## config.mk

```make
export PLATFORM = sky130hd
export DESIGN_NAME = touch_gesture_mode_recognizer_top_flat
export DESIGN_NICKNAME = d
export VERILOG_FILES = /design/src/rtl/tgm_pkg.sv /design/src/rtl/tgm_if.sv /design/src/rtl/tgm_isqrt.sv /design/src/rtl/touch_gesture_mode_recognizer_top.sv /design/src/flat_wrapper.sv
export SDC_FILE = /design/constraint.sdc
export NUM_CORES = 2
export LEC_CHECK = 0
export ABC_CLOCK_PERIOD_IN_PS = 11000
export BUFFER_PORTS_ARGS = -buffer_cell sky130_fd_sc_hd__buf_2
export CAP_MARGIN = 10
export CORE_MARGIN = 2
export CORE_UTILIZATION = 60
export DETAILED_ROUTE_END_ITERATION = 10
export GPL_TIMING_DRIVEN = 0
export PLACE_DENSITY_LB_ADDON = 0.1
export SYNTH_ARGS = -nofsm -noshare
export SYNTH_HDL_FRONTEND = slang
export SYNTH_SLANG_ARGS = --single-unit
```

## constraint.sdc

```tcl
create_clock -name clk -period 11 [get_ports clk]
set_clock_uncertainty 0.15 [all_clocks]
set_input_delay 1.1 -clock clk [delete_from_list [all_inputs] [get_ports clk]]
set_output_delay 1.1 -clock clk [all_outputs]
set_load 0.05 [all_outputs]
```

## src/rtl/tgm_pkg.sv

```systemverilog
// Types, codes and fixed constants shared by the touch gesture mode recogniser.
// No dependencies; compile first.
`timescale 1ns / 1ps

package tgm_pkg;

    // Fixed field widths
    localparam int CFG_W     = 16;
    localparam int CFG_IDX_W = 3;
    localparam int DELTA_W   = 16;
    localparam int THR_W     = 15;
    localparam int EDGE_W    = 24;
    localparam int DRAG_W    = 20;

    // Slope window: -1.535*dx < dy < -0.65*dx, scaled by 1000
    localparam int SLOPE_DY_K   = 1000;
    localparam int SLOPE_STEEP_K = 1535;
    localparam int SLOPE_FLAT_K = 650;

    localparam logic signed [EDGE_W-1:0] EDGE_MAX = {1'b0, {(EDGE_W-1){1'b1}}};
    localparam logic signed [EDGE_W-1:0] EDGE_MIN = {1'b1, {(EDGE_W-1){1'b0}}};
    localparam logic [DRAG_W-1:0]        DRAG_MAX = {DRAG_W{1'b1}};

    // Register reset values
    localparam logic [THR_W-1:0] RST_EDGE_DEADZONE  = 15'd26;
    localparam logic [THR_W-1:0] RST_EDGE_STEP_THR  = 15'd410;
    localparam logic [CFG_W-1:0] RST_CORNER_RADIUS  = 16'd386;
    localparam logic [CFG_W-1:0] RST_DRAG_TRIGGER   = 16'd400;
    localparam logic [CFG_W-1:0] RST_PAD_HEIGHT     = 16'd0;
    localparam logic [CFG_W-1:0] RST_RETURN_X       = 16'd720;
    localparam logic [CFG_W-1:0] RST_RETURN_Y       = 16'd1920;

    // Register indexes
    localparam logic [CFG_IDX_W-1:0] REG_EDGE_DEADZONE = 3'd0;
    localparam logic [CFG_IDX_W-1:0] REG_EDGE_STEP_THR = 3'd1;
    localparam logic [CFG_IDX_W-1:0] REG_CORNER_RADIUS = 3'd2;
    localparam logic [CFG_IDX_W-1:0] REG_DRAG_TRIGGER  = 3'd3;
    localparam logic [CFG_IDX_W-1:0] REG_PAD_HEIGHT    = 3'd4;
    localparam logic [CFG_IDX_W-1:0] REG_RETURN_X      = 3'd5;
    localparam logic [CFG_IDX_W-1:0] REG_RETURN_Y      = 3'd6;

    typedef enum logic [1:0] {
        MODE_INHIBIT = 2'd0,
        MODE_QUALIFY = 2'd1,
        MODE_GLASS   = 2'd2,
        MODE_MENU    = 2'd3
    } mode_t;

    typedef enum logic [2:0] {
        KEY_NONE    = 3'd0,
        KEY_TAB     = 3'd1,
        KEY_STAB    = 3'd2,
        KEY_MENU    = 3'd3,
        KEY_CONFIRM = 3'd4
    } key_t;

    typedef enum logic [4:0] {
        S_IDLE,
        S_EDGE,
        S_DISPATCH,
        S_SLOPE0,
        S_SLOPE1,
        S_SLOPE2,
        S_SLOPE3,
        S_SQ_A,
        S_SQ_B,
        S_SQ_SUM,
        S_RAD,
        S_CMP,
        S_ROOT_GO,
        S_ROOT_WAIT,
        S_DRAG_ADD,
        S_DRAG_CHK,
        S_EMIT
    } tgm_state_t;

    // Square root unit status
    typedef struct packed {
        logic busy;
        logic done;
    } sqrt_stat_t;

endpackage

```

## src/rtl/tgm_if.sv

```systemverilog
// Handshake channels of the touch gesture mode recogniser: report in, result out,
// register write. Depends on tgm_pkg.
`timescale 1ns / 1ps

interface tgm_in_if #(parameter int COORD_WIDTH = 16);
    logic                          valid;
    logic                          ready;
    logic                          touching;
    logic [COORD_WIDTH-1:0]        pos_x;
    logic [COORD_WIDTH-1:0]        pos_y;
    logic signed [tgm_pkg::DELTA_W-1:0] edge_delta;

    modport source (output valid, touching, pos_x, pos_y, edge_delta, input ready);
    modport sink   (input valid, touching, pos_x, pos_y, edge_delta, output ready);
endinterface

interface tgm_out_if;
    logic       valid;
    logic       ready;
    logic [1:0] mode;
    logic [2:0] key_first;
    logic [2:0] key_second;

    modport source (output valid, mode, key_first, key_second, input ready);
    modport sink   (input valid, mode, key_first, key_second, output ready);
endinterface

interface tgm_cfg_if;
    logic                            valid;
    logic                            ready;
    logic [tgm_pkg::CFG_IDX_W-1:0]   index;
    logic [tgm_pkg::CFG_W-1:0]       data;

    modport source (output valid, index, data, input ready);
    modport sink   (input valid, index, data, output ready);
endinterface

```

## src/rtl/tgm_isqrt.sv

```systemverilog
// Iterative integer square root, one result bit per cycle (floor of the root).
// Depends on tgm_pkg for the status struct.
`timescale 1ns / 1ps

module tgm_isqrt #(
    parameter int W = 33
) (
    input  logic                 clk,
    input  logic                 rst_n,
    input  logic                 start,
    input  logic [W-1:0]         radicand,
    output logic [(W+1)/2-1:0]   root,
    output tgm_pkg::sqrt_stat_t  stat
);
    import tgm_pkg::*;

    localparam int RW   = (W + 1) / 2;
    localparam int RADW = 2 * RW;
    localparam int CNTW = $clog2(RW + 1);

    logic [RADW-1:0] rad_reg,  rad_next;
    logic [RW+1:0]   rem_reg,  rem_next;
    logic [RW-1:0]   root_reg, root_next;
    logic [CNTW-1:0] cnt_reg,  cnt_next;
    logic            done_reg, done_next;

    logic [RW+1:0]   rem_sh;
    logic [RW+1:0]   trial;
    logic            fits;

    // Bring down the next pair of radicand bits and try the next root bit
    assign rem_sh = {rem_reg[RW-1:0], rad_reg[RADW-1 -: 2]};
    assign trial  = {root_reg, 2'b01};
    assign fits   = (rem_sh >= trial);

    always_comb
    begin
        rad_next  = rad_reg;
        rem_next  = rem_reg;
        root_next = root_reg;
        cnt_next  = cnt_reg;
        done_next = 1'b0;
        if (start)
        begin
            rad_next  = RADW'(radicand);
            rem_next  = '0;
            root_next = '0;
            cnt_next  = CNTW'(RW);
        end
        else if (cnt_reg != '0)
        begin
            rad_next = {rad_reg[RADW-3:0], 2'b00};
            if (fits)
            begin
                rem_next  = rem_sh - trial;
                root_next = {root_reg[RW-2:0], 1'b1};
            end
            else
            begin
                rem_next  = rem_sh;
                root_next = {root_reg[RW-2:0], 1'b0};
            end
            cnt_next  = cnt_reg - CNTW'(1);
            done_next = (cnt_reg == CNTW'(1));
        end
    end

    // Hold iteration control
    always_ff @(posedge clk or negedge rst_n)
    begin
        if (!rst_n)
        begin
            cnt_reg  <= '0;
            done_reg <= 1'b0;
        end
        else
        begin
            cnt_reg  <= cnt_next;
            done_reg <= done_next;
        end
    end

    // Advance the working registers
    always_ff @(posedge clk)
    begin
        rad_reg  <= rad_next;
        rem_reg  <= rem_next;
        root_reg <= root_next;
    end

    assign root      = root_reg;
    assign stat.busy = (cnt_reg != '0);
    assign stat.done = done_reg;

endmodule

```

## src/rtl/touch_gesture_mode_recognizer_top.sv

```systemverilog
// Top level of the touch gesture mode recogniser: edge accumulator, mode
// sequencer, shared multiplier. Depends on tgm_pkg, tgm_if.sv and tgm_isqrt.
//
//   Channel | Dir | Beat content
//   --------+-----+------------------------------------------------
//   rpt     | in  | touching, pos_x, pos_y, edge_delta (one report tick)
//   res     | out | mode, key_first, key_second (one per report)
//   cfg     | in  | index, data (register write, always ready)
//
// A report passes the edge, dispatch and emit states when no corner or drag test
// runs; a corner test adds the squared-distance and radius states, and a measured
// drag step adds the slope states and the bit-serial square root, the longest path.
// rpt.ready is high only while the sequencer is idle. A result waits in the
// output register; a stalled res holds the next result in its final state.
// Reset restores registers and mode (menu) and clears both accumulators.
`timescale 1ns / 1ps

module touch_gesture_mode_recognizer_top #(
    parameter int COORD_WIDTH = 16
) (
    input  logic      clk,
    input  logic      rst_n,
    tgm_in_if.sink    rpt,
    tgm_out_if.source res,
    tgm_cfg_if.sink   cfg
);
    import tgm_pkg::*;

    localparam int AW   = (COORD_WIDTH > CFG_W) ? COORD_WIDTH : CFG_W;
    localparam int PW   = 2 * AW;
    localparam int SUMW = PW + 1;
    localparam int RW   = (SUMW + 1) / 2;
    localparam int DSW  = ((RW > DRAG_W) ? RW : DRAG_W) + 1;
    localparam logic [SUMW-1:0] SQ_CAP =
        (SUMW > 64) ? {1'b0, {(SUMW-1){1'b1}}} : {SUMW{1'b1}};

    // Configuration registers
    logic [THR_W-1:0] dz_reg;
    logic [THR_W-1:0] thr_reg;
    logic [CFG_W-1:0] radius_reg;
    logic [CFG_W-1:0] trigger_reg;
    logic [CFG_W-1:0] pad_h_reg;
    logic [CFG_W-1:0] ret_x_reg;
    logic [CFG_W-1:0] ret_y_reg;

    // Control and architectural state
    tgm_state_t               state_reg,      state_next;
    mode_t                    mode_reg,       mode_next;
    logic signed [EDGE_W-1:0] edge_reg,       edge_next;
    logic [DRAG_W-1:0]        drag_reg,       drag_next;
    logic                     prev_touch_reg, prev_touch_next;
    logic [COORD_WIDTH-1:0]   prev_x_reg,     prev_x_next;
    logic [COORD_WIDTH-1:0]   prev_y_reg,     prev_y_next;
    logic                     out_valid_reg,  out_valid_next;

    // Per-report working registers
    logic                      touch_reg,    touch_next;
    logic [COORD_WIDTH-1:0]    x_reg,        x_next;
    logic [COORD_WIDTH-1:0]    y_reg,        y_next;
    logic signed [DELTA_W-1:0] delta_reg,    delta_next;
    logic                      down_reg,     down_next;
    logic                      dx_pos_reg,   dx_pos_next;
    logic                      dy_neg_reg,   dy_neg_next;
    logic [AW-1:0]             a_mag_reg,    a_mag_next;
    logic [AW-1:0]             b_mag_reg,    b_mag_next;
    logic                      is_drag_reg,  is_drag_next;
    mode_t                     hit_mode_reg, hit_mode_next;
    logic                      slope_lo_reg, slope_lo_next;
    logic [PW-1:0]             prod_reg,     prod_next;
    logic [SUMW-1:0]           acc_reg,      acc_next;
    key_t                      k1_reg,       k1_next;
    key_t                      k2_reg,       k2_next;
    mode_t                     out_mode_reg, out_mode_next;
    key_t                      out_k1_reg,   out_k1_next;
    key_t                      out_k2_reg,   out_k2_next;

    // Shared multiplier and square root hookup
    logic [AW-1:0]    mul_a;
    logic [AW-1:0]    mul_b;
    logic [PW-1:0]    mul_p;
    logic             sqrt_start;
    logic [RW-1:0]    sqrt_root;
    sqrt_stat_t       sqrt_stat;

    // Combinational helpers
    logic signed [DELTA_W:0]  delta_ext;
    logic signed [DELTA_W:0]  dz_ext;
    logic                     beyond_dz;
    logic signed [EDGE_W:0]   edge_sum;
    logic signed [EDGE_W-1:0] edge_sat;
    logic signed [EDGE_W:0]   edge_ext;
    logic signed [EDGE_W:0]   dz_cmp;
    logic signed [EDGE_W:0]   thr_cmp;
    logic [CFG_W-1:0]         cx_cfg;
    logic [CFG_W-1:0]         cy_cfg;
    logic [AW:0]              ref_x;
    logic [AW:0]              ref_y;
    logic signed [AW:0]       dx_s;
    logic signed [AW:0]       dy_s;
    logic [AW:0]              dx_neg;
    logic [AW:0]              dy_neg;
    logic [SUMW-1:0]          sq_full;
    logic [SUMW-1:0]          sq_sat;
    logic [DSW-1:0]           drag_sum;

    tgm_isqrt #(
        .W (SUMW)
    ) u_isqrt (
        .clk      (clk),
        .rst_n    (rst_n),
        .start    (sqrt_start),
        .radicand (acc_reg),
        .root     (sqrt_root),
        .stat     (sqrt_stat)
    );

    assign mul_p = mul_a * mul_b;

    // Edge delta outside the deadzone, saturating sum
    assign delta_ext = {delta_reg[DELTA_W-1], delta_reg};
    assign dz_ext    = signed'({2'b00, dz_reg});
    assign beyond_dz = (delta_ext > dz_ext) || (delta_ext < -dz_ext);
    assign edge_sum  = {edge_reg[EDGE_W-1], edge_reg}
                     + {{(EDGE_W-DELTA_W+1){delta_reg[DELTA_W-1]}}, delta_reg};
    assign edge_sat  = (edge_sum[EDGE_W] != edge_sum[EDGE_W-1])
                     ? (edge_sum[EDGE_W] ? EDGE_MIN : EDGE_MAX)
                     : edge_sum[EDGE_W-1:0];
    assign edge_ext  = {edge_reg[EDGE_W-1], edge_reg};
    assign dz_cmp    = signed'({{(EDGE_W-THR_W+1){1'b0}}, dz_reg});
    assign thr_cmp   = signed'({{(EDGE_W-THR_W+1){1'b0}}, thr_reg});

    // Reference point: corner for inhibit and glassing, previous sample for the drag
    assign cx_cfg = (mode_reg == MODE_GLASS) ? ret_x_reg : '0;
    assign cy_cfg = (mode_reg == MODE_GLASS) ? ret_y_reg : pad_h_reg;
    assign ref_x  = (mode_reg == MODE_QUALIFY) ? (AW+1)'(prev_x_reg) : (AW+1)'(cx_cfg);
    assign ref_y  = (mode_reg == MODE_QUALIFY) ? (AW+1)'(prev_y_reg) : (AW+1)'(cy_cfg);
    assign dx_s   = signed'((AW+1)'(x_reg) - ref_x);
    assign dy_s   = signed'((AW+1)'(y_reg) - ref_y);
    assign dx_neg = -dx_s;
    assign dy_neg = -dy_s;

    // Sum of squares, capped at SQ_CAP: SUMW ones, or SUMW-1 ones above 64 bits
    assign sq_full  = acc_reg + SUMW'(prod_reg);
    assign sq_sat   = (sq_full > SQ_CAP) ? SQ_CAP : sq_full;
    assign drag_sum = DSW'(drag_reg) + DSW'(sqrt_root);

    // Sequencer: next state, datapath steps and operand selection
    always_comb
    begin
        state_next      = state_reg;
        mode_next       = mode_reg;
        edge_next       = edge_reg;
        drag_next       = drag_reg;
        prev_touch_next = prev_touch_reg;
        prev_x_next     = prev_x_reg;
        prev_y_next     = prev_y_reg;
        out_valid_next  = out_valid_reg;
        touch_next      = touch_reg;
        x_next          = x_reg;
        y_next          = y_reg;
        delta_next      = delta_reg;
        down_next       = down_reg;
        dx_pos_next     = dx_pos_reg;
        dy_neg_next     = dy_neg_reg;
        a_mag_next      = a_mag_reg;
        b_mag_next      = b_mag_reg;
        is_drag_next    = is_drag_reg;
        hit_mode_next   = hit_mode_reg;
        slope_lo_next   = slope_lo_reg;
        prod_next       = prod_reg;
        acc_next        = acc_reg;
        k1_next         = k1_reg;
        k2_next         = k2_reg;
        out_mode_next   = out_mode_reg;
        out_k1_next     = out_k1_reg;
        out_k2_next     = out_k2_reg;
        mul_a           = '0;
        mul_b           = '0;
        sqrt_start      = 1'b0;

        // Drop the result once taken
        if (out_valid_reg && res.ready)
        begin
            out_valid_next = 1'b0;
        end

        case (state_reg)
            S_IDLE:
            begin
                if (rpt.valid)
                begin
                    touch_next = rpt.touching;
                    x_next     = rpt.pos_x;
                    y_next     = rpt.pos_y;
                    delta_next = rpt.edge_delta;
                    k1_next    = KEY_NONE;
                    k2_next    = KEY_NONE;
                    state_next = S_EDGE;
                end
            end

            S_EDGE:
            begin
                if (beyond_dz)
                begin
                    edge_next = edge_sat;
                end
                down_next       = touch_reg && !prev_touch_reg;
                dx_pos_next     = !dx_s[AW] && (dx_s != '0);
                dy_neg_next     = dy_s[AW];
                a_mag_next      = dx_s[AW] ? dx_neg[AW-1:0] : dx_s[AW-1:0];
                b_mag_next      = dy_s[AW] ? dy_neg[AW-1:0] : dy_s[AW-1:0];
                prev_touch_next = touch_reg;
                prev_x_next     = x_reg;
                prev_y_next     = y_reg;
                state_next      = S_DISPATCH;
            end

            S_DISPATCH:
            begin
                is_drag_next = 1'b0;
                case (mode_reg)
                    MODE_INHIBIT:
                    begin
                        hit_mode_next = MODE_QUALIFY;
                        state_next    = down_reg ? S_SQ_A : S_EMIT;
                    end
                    MODE_QUALIFY:
                    begin
                        if (!touch_reg)
                        begin
                            drag_next  = '0;
                            mode_next  = MODE_INHIBIT;
                            state_next = S_EMIT;
                        end
                        else if (dx_pos_reg && dy_neg_reg)
                        begin
                            is_drag_next = 1'b1;
                            state_next   = S_SLOPE0;
                        end
                        else
                        begin
                            state_next = S_DRAG_CHK;
                        end
                    end
                    MODE_GLASS:
                    begin
                        if (edge_ext > dz_cmp)
                        begin
                            k1_next   = KEY_MENU;
                            edge_next = '0;
                            mode_next = MODE_MENU;
                        end
                        hit_mode_next = MODE_INHIBIT;
                        state_next    = down_reg ? S_SQ_A : S_EMIT;
                    end
                    default:
                    begin
                        if (edge_ext > thr_cmp)
                        begin
                            k1_next   = KEY_TAB;
                            edge_next = '0;
                        end
                        else if (edge_ext < -thr_cmp)
                        begin
                            k1_next   = KEY_STAB;
                            edge_next = '0;
                        end
                        if (!touch_reg)
                        begin
                            if ((edge_ext > thr_cmp) || (edge_ext < -thr_cmp))
                            begin
                                k2_next = KEY_CONFIRM;
                            end
                            else
                            begin
                                k1_next = KEY_CONFIRM;
                            end
                            mode_next = MODE_INHIBIT;
                        end
                        state_next = S_EMIT;
                    end
                endcase
            end

            // Slope window: 650*dx < 1000*|dy| < 1535*dx
            S_SLOPE0:
            begin
                mul_a      = b_mag_reg;
                mul_b      = AW'(SLOPE_DY_K);
                prod_next  = mul_p;
                state_next = S_SLOPE1;
            end

            S_SLOPE1:
            begin
                acc_next   = SUMW'(prod_reg);
                mul_a      = a_mag_reg;
                mul_b      = AW'(SLOPE_STEEP_K);
                prod_next  = mul_p;
                state_next = S_SLOPE2;
            end

            S_SLOPE2:
            begin
                slope_lo_next = (acc_reg < SUMW'(prod_reg));
                mul_a         = a_mag_reg;
                mul_b         = AW'(SLOPE_FLAT_K);
                prod_next     = mul_p;
                state_next    = S_SLOPE3;
            end

            S_SLOPE3:
            begin
                if (slope_lo_reg && (SUMW'(prod_reg) < acc_reg))
                begin
                    state_next = S_SQ_A;
                end
                else
                begin
                    state_next = S_DRAG_CHK;
                end
            end

            // Squared distance through the shared multiplier
            S_SQ_A:
            begin
                mul_a      = a_mag_reg;
                mul_b      = a_mag_reg;
                prod_next  = mul_p;
                state_next = S_SQ_B;
            end

            S_SQ_B:
            begin
                acc_next   = SUMW'(prod_reg);
                mul_a      = b_mag_reg;
                mul_b      = b_mag_reg;
                prod_next  = mul_p;
                state_next = S_SQ_SUM;
            end

            S_SQ_SUM:
            begin
                acc_next   = sq_sat;
                state_next = is_drag_reg ? S_ROOT_GO : S_RAD;
            end

            S_RAD:
            begin
                mul_a      = AW'(radius_reg);
                mul_b      = AW'(radius_reg);
                prod_next  = mul_p;
                state_next = S_CMP;
            end

            S_CMP:
            begin
                if (acc_reg < SUMW'(prod_reg))
                begin
                    mode_next = hit_mode_reg;
                end
                state_next = S_EMIT;
            end

            S_ROOT_GO:
            begin
                sqrt_start = 1'b1;
                state_next = S_ROOT_WAIT;
            end

            S_ROOT_WAIT:
            begin
                if (sqrt_stat.done)
                begin
                    state_next = S_DRAG_ADD;
                end
            end

            S_DRAG_ADD:
            begin
                drag_next  = (drag_sum > DSW'(DRAG_MAX)) ? DRAG_MAX : drag_sum[DRAG_W-1:0];
                state_next = S_DRAG_CHK;
            end

            S_DRAG_CHK:
            begin
                if (drag_reg > DRAG_W'(trigger_reg))
                begin
                    drag_next = '0;
                    edge_next = '0;
                    mode_next = MODE_GLASS;
                end
                state_next = S_EMIT;
            end

            S_EMIT:
            begin
                if (!out_valid_reg || res.ready)
                begin
                    out_valid_next = 1'b1;
                    out_mode_next  = mode_reg;
                    out_k1_next    = k1_reg;
                    out_k2_next    = k2_reg;
                    state_next     = S_IDLE;
                end
            end

            default:
            begin
                state_next = S_IDLE;
            end
        endcase
    end

    // Hold control state, architectural state and registers
    always_ff @(posedge clk or negedge rst_n)
    begin
        if (!rst_n)
        begin
            state_reg      <= S_IDLE;
            mode_reg       <= MODE_MENU;
            edge_reg       <= '0;
            drag_reg       <= '0;
            prev_touch_reg <= 1'b0;
            prev_x_reg     <= '0;
            prev_y_reg     <= '0;
            out_valid_reg  <= 1'b0;
            dz_reg         <= RST_EDGE_DEADZONE;
            thr_reg        <= RST_EDGE_STEP_THR;
            radius_reg     <= RST_CORNER_RADIUS;
            trigger_reg    <= RST_DRAG_TRIGGER;
            pad_h_reg      <= RST_PAD_HEIGHT;
            ret_x_reg      <= RST_RETURN_X;
            ret_y_reg      <= RST_RETURN_Y;
        end
        else
        begin
            state_reg      <= state_next;
            mode_reg       <= mode_next;
            edge_reg       <= edge_next;
            drag_reg       <= drag_next;
            prev_touch_reg <= prev_touch_next;
            prev_x_reg     <= prev_x_next;
            prev_y_reg     <= prev_y_next;
            out_valid_reg  <= out_valid_next;
            if (cfg.valid)
            begin
                case (cfg.index)
                    REG_EDGE_DEADZONE: dz_reg      <= cfg.data[THR_W-1:0];
                    REG_EDGE_STEP_THR: thr_reg     <= cfg.data[THR_W-1:0];
                    REG_CORNER_RADIUS: radius_reg  <= cfg.data;
                    REG_DRAG_TRIGGER:  trigger_reg <= cfg.data;
                    REG_PAD_HEIGHT:    pad_h_reg   <= cfg.data;
                    REG_RETURN_X:      ret_x_reg   <= cfg.data;
                    REG_RETURN_Y:      ret_y_reg   <= cfg.data;
                    default:           ;
                endcase
            end
        end
    end

    // Advance payload registers
    always_ff @(posedge clk)
    begin
        touch_reg    <= touch_next;
        x_reg        <= x_next;
        y_reg        <= y_next;
        delta_reg    <= delta_next;
        down_reg     <= down_next;
        dx_pos_reg   <= dx_pos_next;
        dy_neg_reg   <= dy_neg_next;
        a_mag_reg    <= a_mag_next;
        b_mag_reg    <= b_mag_next;
        is_drag_reg  <= is_drag_next;
        hit_mode_reg <= hit_mode_next;
        slope_lo_reg <= slope_lo_next;
        prod_reg     <= prod_next;
        acc_reg      <= acc_next;
        k1_reg       <= k1_next;
        k2_reg       <= k2_next;
        out_mode_reg <= out_mode_next;
        out_k1_reg   <= out_k1_next;
        out_k2_reg   <= out_k2_next;
    end

    assign rpt.ready      = (state_reg == S_IDLE);
    assign cfg.ready      = 1'b1;
    assign res.valid      = out_valid_reg;
    assign res.mode       = out_mode_reg;
    assign res.key_first  = out_k1_reg;
    assign res.key_second = out_k2_reg;

endmodule

```

## src/flat_wrapper.sv

```systemverilog
// flat-port wrapper written by rule: the top's interface ports become plain ports
module touch_gesture_mode_recognizer_top_flat import tgm_pkg::*;
#(
    parameter int COORD_WIDTH = 16
)
  (clk, rst_n, rpt_valid, rpt_touching, rpt_pos_x, rpt_pos_y, rpt_edge_delta, rpt_ready, res_valid, res_mode, res_key_first, res_key_second, res_ready, cfg_valid, cfg_index, cfg_data, cfg_ready);
  tgm_in_if #(.COORD_WIDTH(COORD_WIDTH)) rpt_i ();
  tgm_out_if res_i ();
  tgm_cfg_if cfg_i ();
  input  logic clk;
  input  logic rst_n;
  input wire logic [$bits(rpt_i.valid)-1:0] rpt_valid;
  input wire logic [$bits(rpt_i.touching)-1:0] rpt_touching;
  input wire logic [$bits(rpt_i.pos_x)-1:0] rpt_pos_x;
  input wire logic [$bits(rpt_i.pos_y)-1:0] rpt_pos_y;
  input wire logic [$bits(rpt_i.edge_delta)-1:0] rpt_edge_delta;
  output wire logic [$bits(rpt_i.ready)-1:0] rpt_ready;
  output wire logic [$bits(res_i.valid)-1:0] res_valid;
  output wire logic [$bits(res_i.mode)-1:0] res_mode;
  output wire logic [$bits(res_i.key_first)-1:0] res_key_first;
  output wire logic [$bits(res_i.key_second)-1:0] res_key_second;
  input wire logic [$bits(res_i.ready)-1:0] res_ready;
  input wire logic [$bits(cfg_i.valid)-1:0] cfg_valid;
  input wire logic [$bits(cfg_i.index)-1:0] cfg_index;
  input wire logic [$bits(cfg_i.data)-1:0] cfg_data;
  output wire logic [$bits(cfg_i.ready)-1:0] cfg_ready;
  assign rpt_i.valid = rpt_valid;
  assign rpt_i.touching = rpt_touching;
  assign rpt_i.pos_x = rpt_pos_x;
  assign rpt_i.pos_y = rpt_pos_y;
  assign rpt_i.edge_delta = rpt_edge_delta;
  assign rpt_ready = rpt_i.ready;
  assign res_valid = res_i.valid;
  assign res_mode = res_i.mode;
  assign res_key_first = res_i.key_first;
  assign res_key_second = res_i.key_second;
  assign res_i.ready = res_ready;
  assign cfg_i.valid = cfg_valid;
  assign cfg_i.index = cfg_index;
  assign cfg_i.data = cfg_data;
  assign cfg_ready = cfg_i.ready;
  touch_gesture_mode_recognizer_top #(.COORD_WIDTH(COORD_WIDTH)) u_core (.clk(clk), .rst_n(rst_n), .rpt(rpt_i), .res(res_i), .cfg(cfg_i));
endmodule
```

==> metrics.md <==
| Metric | Value |
|---|---|
| Run status | `finished, violations left` |
| Violated checks | `slew limit` |
| H-tree Lvls | `2` |
| Yosys warns | `0` |
| Max Transition Viols Final | `7` |
| EDFF count, synth | `195` |
| RR Startpoint | `u_core.state_reg[4]$_DFFE_PN0P_` |
| Port bufs | `just under 80` |
| CP top delay family | `adder cells` |
| Slew headroom | `-1.637%` |
| Max reg flops | `34` |
| Area share of fa/ha/maj cells after synthesis | `a little under a quarter` |
| Hold Path Class | `flip-flop to flip-flop` |
| Worst path max stage delay | `approximately 0.61 ns` |
| R2r setup slk | `between 1 and 1.5 ns` |
| Setup TNS | `0 ns` |
| Critical Path End Type | `flip-flop` |
| Total number of vias | `around 28,000` |
| CTS tree | `built` |
| Total Routed Length | `between 90,000 and 100,000 microns` |
| Largest cells by area after synthesis | `edfxtp_1 16%, ha_1 13%, dfrtp_1 12%` |
| Post-cts sizing count | `0` |
| DRT Pass-1 Iters | `6` |
| Syn Inst Count | `roughly 3,800` |
| Largest family of logic cells by synthesized area | `adder cells` |
| Reg-to-reg endpoint | `u_core.prod_reg[27]$_DFFE_PN_` |
| Post-Syn Area | `between 30,000 and 40,000 sq um` |
| Post-Synth Simple-Gate Area | `between 10% and 20%` |
| Total power | `~12 mW` |
| Final hold vios | `0` |
| Starting Density | `~61%` |
| CP required | `11.20 ns` |
| Wirelength per Cell | `19.46 microns` |
| Synth-to-layout area growth | `8.827%` |
| Vias per cell | `between 5 and 6` |
| CP arrival | `about 9.9 ns` |
| IO Count | `84` |
| Die height | `around 250 microns` |
| Hpwl dp | `71,260 microns` |
| DRC | `0` |
| Startpoint Class | `flip-flop` |
| Synth area leader | `edfxtp_1` |
| Avg Inst Size Synth | `~9.5 sq um` |
| Crit share post-route | `between 80% and 90%` |
| Post-Synth XOR/XNOR Area | `4.197%` |
| CP max stage cell | `nor2_1` |
| Core Area | `between 50,000 and 60,000 sq um` |
| GRT Total Usage | `between 20 and 30%` |
| Top-area cell type share of the netlist area | `between 10% and 20%` |
| Clock-pin slew on the worst setup and hold paths | `0.06 ns` |
| TritonCTS Buffers | `48` |
| Clock Tree Buf Depth | `3` |
| Gpl congestion | `0.9691` |
| FILL cells | `4,852` |
| Min-Delay Endpoint | `u_core.res.key_second[2]$_DFFE_PP_` |
| Layout cells sized above 1 | `about 9.7%` |
| Largest net degree at the start of global routing | `approximately 120` |
| Initial DRC Count | `roughly 2,200` |
| Clk_lat worst skew | `0.61 ns` |
| Worst Hold Depth | `0` |
| Post-CTS Setup Bufs | `0` |
| Post-synthesis compound-gate area fraction | `between 10% and 20%` |
| Final setup viols | `0` |
| Power Density | `about 310 nW/um^2` |
| Vias in the first global route | `between 20,000 and 30,000` |
| Antenna Cells | `0` |
| Clk sink count | `around 430` |
| Seq/Total Area, Yosys | `between 30% and 40%` |
| Die W | `248.6 microns` |
| Cell row count | `about 90` |
| MaxCap Viol Count | `0` |
| VDD IR-drop max | `between 200 and 250 uV` |
| Async SR Flop Fraction | `approximately 47%` |
| Kind of critical path | `flip-flop to flip-flop` |
| Initial antenna violation count | `0` |
| First-pass GRT wire length | `approximately 150,000 microns` |
| Hold_sp | `u_core.k2_reg[2]$_DFFE_PP_` |
| Root buffer cell | `clkbuf_16` |
| DIE AREA | `between 60,000 and 70,000 sq um` |
| Leak | `17.99 nW` |
| GR Overflow Total | `0` |
| Top-count cell post-synth | `nand2_1` |
| Mux cell area share after synthesis | `under 10%` |
| Nets | `approximately 4,600` |
| CP max FO | `10` |
| Synth Flop Type | `edfxtp_1` |
| Max Clock Freq | `about 100 MHz` |
| FF+latch count, synth | `approximately 430` |
| Most frequent CP cell | `fa_1` |
| DRT antenna net count | `0` |
| Crit path buf inv count | `8` |
| Hold WS | `between 0.3 and 0.4 ns` |
| Hold_buf cts | `0` |
| Commonest cells post-synth | `493 x nand2_1, 417 x inv_1, 368 x ha_1, 281 x nor2_1, 208 x a21oi_1` |
| Crit path time final | `just under 10 ns` |
| Count of different cell masters after synthesis | `around 100` |
| RSZ-0062 raised after global routing | `no` |
| Cells on worst reg2reg path | `28` |
| Actual slew at the worst max-slew pin | `around 1.5 ns` |
through the flow:
| stage | utilization, % | instance area, sq um | std cells | setup slack, ns |
|---|---|---|---|---|
| after floorplan | - | 35890 | 3790 | 3.149 |
| after global placement | 63.00 | 37250 | 4641 | 1.349 |
| after detailed placement | 63.18 | 37360 | 4646 | 1.377 |
| after CTS | 66.00 | 39020 | 4736 | 1.348 |
| after global routing | 66.05 | 39060 | 4738 | 0.7419 |
| final | 66.05 | 39060 | 4738 | 1.256 |
cells in the final DEF (no fill, tap or decap), types with 24 or more instances in the layout:
cell type  netlist  final
nand2_1        493    493
a221o_1         41     41
xor2_1          40     40
o21bai_1        32     32
edfxtp_1       195    195
dfxtp_1         35     35
nand4_1         40     40
buf_2           11     90
a22oi_1         31     31
nor2_1         281    280
a21o_1          66     66
xnor2_1        132    132
fa_1           199    199
nor3_1          62     62
clkbuf_1       109    118
nor2b_1         37     37
a21oi_1        208    208
o21a_1          31     31
nand3_1         45     45
inv_1          417    417
and2_1          36     35
dfstp_2         24     24
mux2_2         127    127
clkbuf_16        0     48
ha_1           368    368
mux2i_1         33     33
dfrtp_1        177    177
o21ai_0        176    176
nand2b_1        28     28
cell type report:
cell class	count	area (sq um)	share of cell area, %
Buffer	130	528.0	1.352
Clock buffer	64	1331	3.409
Clock inverter	26	335.3	0.8585
Inverter	419	1573	4.027
Multi-Input combinational cell	2810	22190	56.80
Sequential cell	431	11620	29.74
Tap cell	773	967.2	2.476
Timing Repair Buffer	85	520.5	1.333
worst reg2reg max path: cells and delay by family (launching register included):
family,cells,cell delay [ns]
buffers and inverters,8,1.51
and+or+nand+nor,6,1.65
AOI/OAI and AO/OA,6,2.08
adders and majority gates,7,3.51
DFF,1,0.41
xor gates and xnor gates,1,0.17
power by group:
part,internal (mW),switching (mW),total [mW]
combinational,2.91,4.48,7.39
clock,0.983,0.710,1.69
sequential,2.56,0.520,3.08
total,6.46,5.71,12.2
per-layer routing:
layer / global-route usage (%) / wire (microns) / vias to the layer above / part of all wire (%)
met5: 0 / 0 / - / 0
met4: 9.732 / 3154 / 0 / 3.4
met3: 4.198 / 5681 / 194 / 6.2
met2: 48.57 / 42950 / 820 / 47
met1: 40.66 / 40420 / 13700 / 44
li1: - / - / 13410 / -
worst max-delay path by stage:
stage	startpoint	depth (start not counted)	end	slack, ns
6_report	u_core.state_reg[4]$_DFFE_PN0P_	28	u_core.prod_reg[27]$_DFFE_PN_	1.26
3_5_place_dp	u_core.state_reg[4]$_DFFE_PN0P_	28	u_core.prod_reg[27]$_DFFE_PN_	1.38
5_1_grt	u_core.state_reg[4]$_DFFE_PN0P_	28	u_core.prod_reg[27]$_DFFE_PN_	0.74
3_3_place_gp	u_core.state_reg[4]$_DFFE_PN0P_	28	u_core.prod_reg[27]$_DFFE_PN_	1.35
2_1_floorplan	u_core.state_reg[4]$_DFFE_PN0P_	28	u_core.prod_reg[27]$_DFFE_PN_	3.15
4_1_cts	u_core.state_reg[4]$_DFFE_PN0P_	28	u_core.prod_reg[27]$_DFFE_PN_	1.35
logic make-up (layout without fill, tap and decap cells):
| family | Yosys count | in the layout |
|---|---|---|
| compound gates | 780 | 780 |
| xor+xnor | 172 | 172 |
| fa+ha+maj | 567 | 567 |
| buf+inv | 549 | 724 |
| flops | 431 | 431 |
| mux | 160 | 160 |
| other cells | 2 | 3 |
| simple gates | 1128 | 1128 |
Note: power is estimated with default switching activity, not from simulation.
